File: src/rtl/core/kwm_pkg.sv
// Package of shared types and constants for the sorted-run merge block.
`default_nettype none

package kwm_pkg;

    // Fixed field widths
    localparam int RUN_BITS = 4;
    localparam int CFG_BITS = 5;

    // Reset value of the runs-in-use register
    localparam logic [CFG_BITS-1:0] RUNS_RESET = 5'd16;

    // Sequencer states
    typedef enum logic
    {
        KWM_IDLE,
        KWM_EMIT
    } kwm_state_t;

    // Command broadcast to every cell of the sorted chain
    typedef struct packed
    {
        logic insert;
        logic pop;
    } kwm_op_t;

endpackage

`default_nettype wire

File: src/rtl/core/kwm_cell.sv
// One cell of the sorted chain: holds one (word, run) entry in ascending order.
`default_nettype none

module kwm_cell
    import kwm_pkg::*;
#(
    parameter int WORD_BITS = 32
)
(
    input  wire logic                        clk,
    input  wire logic                        rst_n,
    input  wire kwm_op_t                     op,
    input  wire logic signed [WORD_BITS-1:0] new_word,
    input  wire logic [RUN_BITS-1:0]         new_run,
    input  wire logic                        left_valid,
    input  wire logic signed [WORD_BITS-1:0] left_word,
    input  wire logic [RUN_BITS-1:0]         left_run,
    input  wire logic                        left_before,
    input  wire logic                        right_valid,
    input  wire logic signed [WORD_BITS-1:0] right_word,
    input  wire logic [RUN_BITS-1:0]         right_run,
    output logic                             valid,
    output logic signed [WORD_BITS-1:0]      word,
    output logic [RUN_BITS-1:0]              run,
    output logic                             new_first
);

    logic                        valid_reg;
    logic                        valid_next;
    logic signed [WORD_BITS-1:0] word_reg;
    logic signed [WORD_BITS-1:0] word_next;
    logic [RUN_BITS-1:0]         run_reg;
    logic [RUN_BITS-1:0]         run_next;

    // New entry leaves before the held one: lower word, then lower run on a tie
    assign new_first = !valid_reg || (new_word < word_reg) ||
                       ((new_word == word_reg) && (new_run < run_reg));

    // Insert: take the new entry at the boundary, shift right past it; pop: shift left
    always_comb
    begin
        valid_next = valid_reg;
        word_next  = word_reg;
        run_next   = run_reg;
        if (op.insert && new_first)
        begin
            if (left_before)
            begin
                valid_next = left_valid;
                word_next  = left_word;
                run_next   = left_run;
            end
            else
            begin
                valid_next = 1'b1;
                word_next  = new_word;
                run_next   = new_run;
            end
        end
        else if (op.pop)
        begin
            valid_next = right_valid;
            word_next  = right_word;
            run_next   = right_run;
        end
    end

    // Occupancy flag
    always_ff @(posedge clk or negedge rst_n)
    begin
        if (!rst_n)
            valid_reg <= 1'b0;
        else
            valid_reg <= valid_next;
    end

    // Entry payload
    always_ff @(posedge clk)
    begin
        word_reg <= word_next;
        run_reg  <= run_next;
    end

    assign valid = valid_reg;
    assign word  = word_reg;
    assign run   = run_reg;

endmodule

`default_nettype wire

File: src/rtl/core/kwm_chain.sv
// Row of sorted cells forming the min-priority store; the head is the smallest entry.
`default_nettype none

module kwm_chain
    import kwm_pkg::*;
#(
    parameter int MAX_RUNS  = 16,
    parameter int WORD_BITS = 32
)
(
    input  wire logic                        clk,
    input  wire logic                        rst_n,
    input  wire kwm_op_t                     op,
    input  wire logic signed [WORD_BITS-1:0] new_word,
    input  wire logic [RUN_BITS-1:0]         new_run,
    output logic                             head_valid,
    output logic signed [WORD_BITS-1:0]      head_word,
    output logic [RUN_BITS-1:0]              head_run,
    output logic                             full
);

    logic                        cell_valid  [MAX_RUNS];
    logic signed [WORD_BITS-1:0] cell_word   [MAX_RUNS];
    logic [RUN_BITS-1:0]         cell_run    [MAX_RUNS];
    logic                        cell_before [MAX_RUNS];

    // Build the row and wire each cell to its neighbours
    for (genvar i = 0; i < MAX_RUNS; i++)
    begin : g_cell
        logic                        lv;
        logic signed [WORD_BITS-1:0] lw;
        logic [RUN_BITS-1:0]         lr;
        logic                        lb;
        logic                        rv;
        logic signed [WORD_BITS-1:0] rw;
        logic [RUN_BITS-1:0]         rr;

        if (i == 0)
        begin : g_first
            assign lv = 1'b0;
            assign lw = '0;
            assign lr = '0;
            assign lb = 1'b0;
        end
        else
        begin : g_mid_left
            assign lv = cell_valid[i-1];
            assign lw = cell_word[i-1];
            assign lr = cell_run[i-1];
            assign lb = cell_before[i-1];
        end

        if (i == MAX_RUNS - 1)
        begin : g_last
            assign rv = 1'b0;
            assign rw = '0;
            assign rr = '0;
        end
        else
        begin : g_mid_right
            assign rv = cell_valid[i+1];
            assign rw = cell_word[i+1];
            assign rr = cell_run[i+1];
        end

        kwm_cell #(
            .WORD_BITS (WORD_BITS)
        ) u_cell (
            .clk         (clk),
            .rst_n       (rst_n),
            .op          (op),
            .new_word    (new_word),
            .new_run     (new_run),
            .left_valid  (lv),
            .left_word   (lw),
            .left_run    (lr),
            .left_before (lb),
            .right_valid (rv),
            .right_word  (rw),
            .right_run   (rr),
            .valid       (cell_valid[i]),
            .word        (cell_word[i]),
            .run         (cell_run[i]),
            .new_first   (cell_before[i])
        );
    end

    assign head_valid = cell_valid[0];
    assign head_word  = cell_word[0];
    assign head_run   = cell_run[0];
    assign full       = cell_valid[MAX_RUNS-1];

endmodule

`default_nettype wire

File: config.mk
export PLATFORM = sky130hd
export DESIGN_NAME = kwm_chain
export DESIGN_NICKNAME = d
export VERILOG_FILES = /design/src/rtl/core/kwm_pkg.sv /design/src/rtl/core/kwm_cell.sv /design/src/rtl/core/kwm_chain.sv
export SDC_FILE = /design/constraint.sdc
export NUM_CORES = 2
export LEC_CHECK = 0
export BUFFER_PORTS_ARGS = -buffer_cell sky130_fd_sc_hd__buf_4
export CAP_MARGIN = 5
export CORE_AREA = 2 2 359 272
export DETAILED_ROUTE_END_ITERATION = 10
export DIE_AREA = 0 0 361 274
export PLACE_DENSITY = 0.62
export SLEW_MARGIN = 20
export SYNTH_ARGS = -nofsm -noshare
export SYNTH_HDL_FRONTEND = slang
export SYNTH_SLANG_ARGS = --single-unit
File: constraint.sdc
create_clock -name clk -period 3.6 [get_ports clk]
set_clock_uncertainty 0.05 [all_clocks]
set_input_delay 0.18 -clock clk [delete_from_list [all_inputs] [get_ports clk]]
set_output_delay 0.18 -clock clk [all_outputs]
set_load 0.02 [all_outputs]
==> impl_metrics.yaml <==
run_status:
  status: "finished, final reports clean"
setup_path:
  crit_family: "buffers and inverters"
  crit_slowest_cell: "edfxtp_1"
  worstSetupPathType: "flip-flop to flip-flop"
  required_ns: 3.94
  cp_max_fo: 6
  cp_cell_sequence: "clkinvlp_4, ha_4, nand2_1, nor4_2, buf_6, o21ai_4, a31oi_4, nor4_4, a211oi_4, nand2b_4, buf_12, mux2_2"
  cp-end-kind: "flip-flop"
  worstPathArrival_ns: 3.88
  r2r-start: "g_cell[0].u_cell.word[4]$_DFFE_PP_"
  crit_path_max_incr_delay_ns: 0.42
  setup.worst_path.start: "g_cell[0].u_cell.word[4]$_DFFE_PP_"
  cp_num_buf_inv: 3
  start_kind: "flip-flop"
power:
  ir_worst_vdd_uv: 935
  pwr_density_cell_nw_per_um2: 1040
  leakage_nw: 23.6
  p_total_mw: 54.1
timing:
  whs_ns: 0.0256
  hold_viol_final: 0
  setup_slack_ns: 0.0572
  rsz0062_at_grt: "true"
  period_needed_ns: 3.54
  drv_slew: 0
  clock.fmax_mhz: 282
  slew_headroom_pct: 44.4
  period_share_pct: 98.4
  fin_setup_tns_ns: 0
  finalSetupViolCount: 0
  worst_pin_slew_ns: 0.833
cells_and_area:
  fillCellCount: 8563
  postLayoutCellArea_sq_um: 52000
  largest_register_ffs: 512
  post_route_cells_drive_above_1_share_pct: 13.5
  final_cells: 6006
  nets: 5288
  syn_to_final_growth_pct: 16.4
  fin_util_pct: 54.1
die:
  start_util_pct: 46.5
  die_w_microns: 361
  fp-row-count: 99
  die_area_sq_um: 98900
  coreArea_sq_um: 96000
  pin_count: 78
  die_h_microns: 274
yosys:
  ys_seq_area_share_pct: 39.7
  syn_inst: 4416
  synth_top_cell_area_share_pct: 38.8
  syn-cell-area_sq_um: 44600
  synth_area_leaders: "edfxtp_1 (39%), ha_1 (16%), mux2i_1 (16%)"
  yosys_warnings: 0
  async_reset_ff_share_pct: 2.70
  ys_types: 58
  synth-main-ff-cell: "edfxtp_1"
  synth_edf_count: 576
  synth_largest_area_cell: "edfxtp_1"
  synth_fp_nets: 5016
  avgSynthCellArea_sq_um: 10.1
  synth-seq-cells: 592
grt:
  track_usage_pct: 28.5
  antenna_found_initial: 3
  grt_pass1_wl_microns: 216000
  grt_pass1_vias: 34686
  grt_max_degree: 92
  globalRouteOverflowTotal: 0
detailed_routing:
  wire_per_inst_microns: 24.2
  vias_per_cell: 5.93
  route.vias.total: 35640
  wl_microns: 145000
  drt-initial-drc-count: 3784
  remaining_drc_errors: 0
  detail-route-antenna-nets: 0
  first_pass_iters: 6
placed_design:
  placed_cells: 5850
  hpwl_microns: 110000
  routabilityCongestion: 0.927
  dp_slack_ns: -0.366
  port_buffers: 77
  dpl_cell_area_sq_um: 49100
clock_tree:
  cts_buffers: 69
  cts_sinks: 592
  clock_tree.htree_level_count: 3
  root_buffer: "clkbuf_16"
  cts_tree: "built"
  clk_latency_ns: 0.64
  cts_buffer_depth: 3
  clk_pin_slew_ns: 0.06
worst_hold_path:
  holdCritStartpoint: "new_word[30]"
  hold_class: "input port to flip-flop"
job:
  cap_violations: 0
==> placed cells by master, fill, tap and decap left out, types with 6 or more instances in the layout <==
| cell | synthesis | final |
|---|---|---|
| and4_1 | 14 | 14 |
| a21o_1 | 40 | 40 |
| a21boi_0 | 9 | 9 |
| nand4_1 | 104 | 104 |
| edfxtp_1 | 576 | 576 |
| mux2i_4 | 3 | 7 |
| a211o_1 | 12 | 12 |
| o31a_1 | 9 | 9 |
| o21ai_1 | 146 | 145 |
| nand3_1 | 59 | 59 |
| clkinv_1 | 2 | 10 |
| buf_4 | 19 | 339 |
| clkbuf_1 | 125 | 21 |
| clkinv_2 | 0 | 13 |
| mux2i_1 | 694 | 687 |
| o21a_1 | 6 | 6 |
| nor2_1 | 142 | 141 |
| mux2_2 | 43 | 31 |
| dlygate4sd3_1 | 0 | 8 |
| dfrtp_1 | 16 | 16 |
| a221o_1 | 10 | 10 |
| or4_1 | 20 | 16 |
| a21oi_1 | 257 | 257 |
| clkbuf_16 | 0 | 77 |
| inv_1 | 572 | 568 |
| buf_12 | 0 | 67 |
| nand2_1 | 171 | 171 |
| nor3_1 | 35 | 31 |
| a211oi_1 | 11 | 9 |
| nand2b_1 | 33 | 14 |
| o211ai_1 | 24 | 24 |
| mux2_4 | 1 | 13 |
| nand2b_2 | 0 | 17 |
| nor2b_1 | 20 | 20 |
| o21ai_0 | 518 | 515 |
| ha_1 | 560 | 559 |
| a221oi_1 | 15 | 12 |
| buf_6 | 10 | 10 |
==> worst min-delay path, delay by kind of cell <==
family                 cells  cell delay [ns]
multiplexers               1             0.10
AO/OA/AOI/OAI              1             0.11
buffers and inverters      1             0.18
==> routing by layer <==
layer / up-vias / share of wire [%] / track usage [%]
met1: 17425 / 48 / 43.5
met2: 1356 / 38 / 38.1
met4: 2 / 1.6 / 6.08
met3: 152 / 12 / 9.84
met5: - / 0.16 / 1.67
li1: 16705 / - / -
==> synthesized netlist by cell type (all sizes together), types with 2 or more instances <==
| library cell | count |
|---|---|
| a2111o | 4 |
| a211o | 12 |
| a211oi | 11 |
| a21boi | 9 |
| a21o | 40 |
| a21oi | 257 |
| a221o | 10 |
| a221oi | 15 |
| a31oi | 4 |
| and2 | 5 |
| and4 | 14 |
| buf | 107 |
| clkbuf | 125 |
| clkinv | 2 |
| dfrtp | 16 |
| edfxtp | 576 |
| ha | 560 |
| inv | 572 |
| mux2 | 46 |
| mux2i | 698 |
| nand2 | 171 |
| nand2b | 36 |
| nand3 | 59 |
| nand3b | 2 |
| nand4 | 104 |
| nand4b | 4 |
| nor2 | 142 |
| nor2b | 20 |
| nor3 | 35 |
| nor3b | 4 |
| nor4 | 8 |
| o211a | 2 |
| o211ai | 24 |
| o21a | 6 |
| o21ai | 664 |
| o311a | 3 |
| o31a | 9 |
| o31ai | 11 |
| or2 | 3 |
| or4 | 20 |
==> report_power, final <==
group	total [mW]	internal, mW	switching (mW)
clock network	7.04	3.92	3.12
registers	16.2	13.2	3.05
logic	30.8	13.3	17.5
==> path summary, 6_finish.rpt <==
check	end	slack, ns	cells after the start
worst max-delay path	g_cell[0].u_cell.word[9]$_DFFE_PP_	0.06	12
worst max register to register	g_cell[0].u_cell.word[9]$_DFFE_PP_	0.06	12
max in group asynchronous	g_cell[8].u_cell.valid$_DFFE_PN0P_	2.81	4
min in group asynchronous	g_cell[1].u_cell.valid$_DFFE_PN0P_	0.49	4
worst min-delay path	g_cell[12].u_cell.word[30]$_DFFE_PP_	0.03	3
worst min register to register	g_cell[6].u_cell.word[24]$_DFFE_PP_	0.53	2
==> what timing repair did <==
action / in CTS / in global routing
endpoints found under the hold margin: 25 / 0
cloned: 0 / 7
endpoints found under the setup margin: 169 / 412
hold buffers: 9 / 0
resized for setup: 6 / 66
setup buffers: 1 / 13
pin swaps: 0 / 13
==> cells by family after synthesis <==
family                   after synthesis  synth area share (%)
AO/OA/AOI/OAI                       1085                  13.3
adder cells (fa/ha/maj)              560                  15.7
buffers and inverters                806                  7.31
flip-flops                           592                  39.7
multiplexers                         744                  16.9
AND/OR/NAND/NOR                      629                  7.07
==> final cells by class <==
class	count	area (sq um)	area share [%]
Clock buffer	95	1900	3.65
Antenna cell	3	7.51	0.0144
Sequential cell	592	17700	34.1
Inverter	574	2170	4.17
Timing Repair Buffer	433	4290	8.25
Clock inverter	29	243	0.467
Multi-Input combinational cell	3018	24100	46.4
Tap cell	1262	1580	3.04
Note: power is estimated with default switching activity, not from simulation.
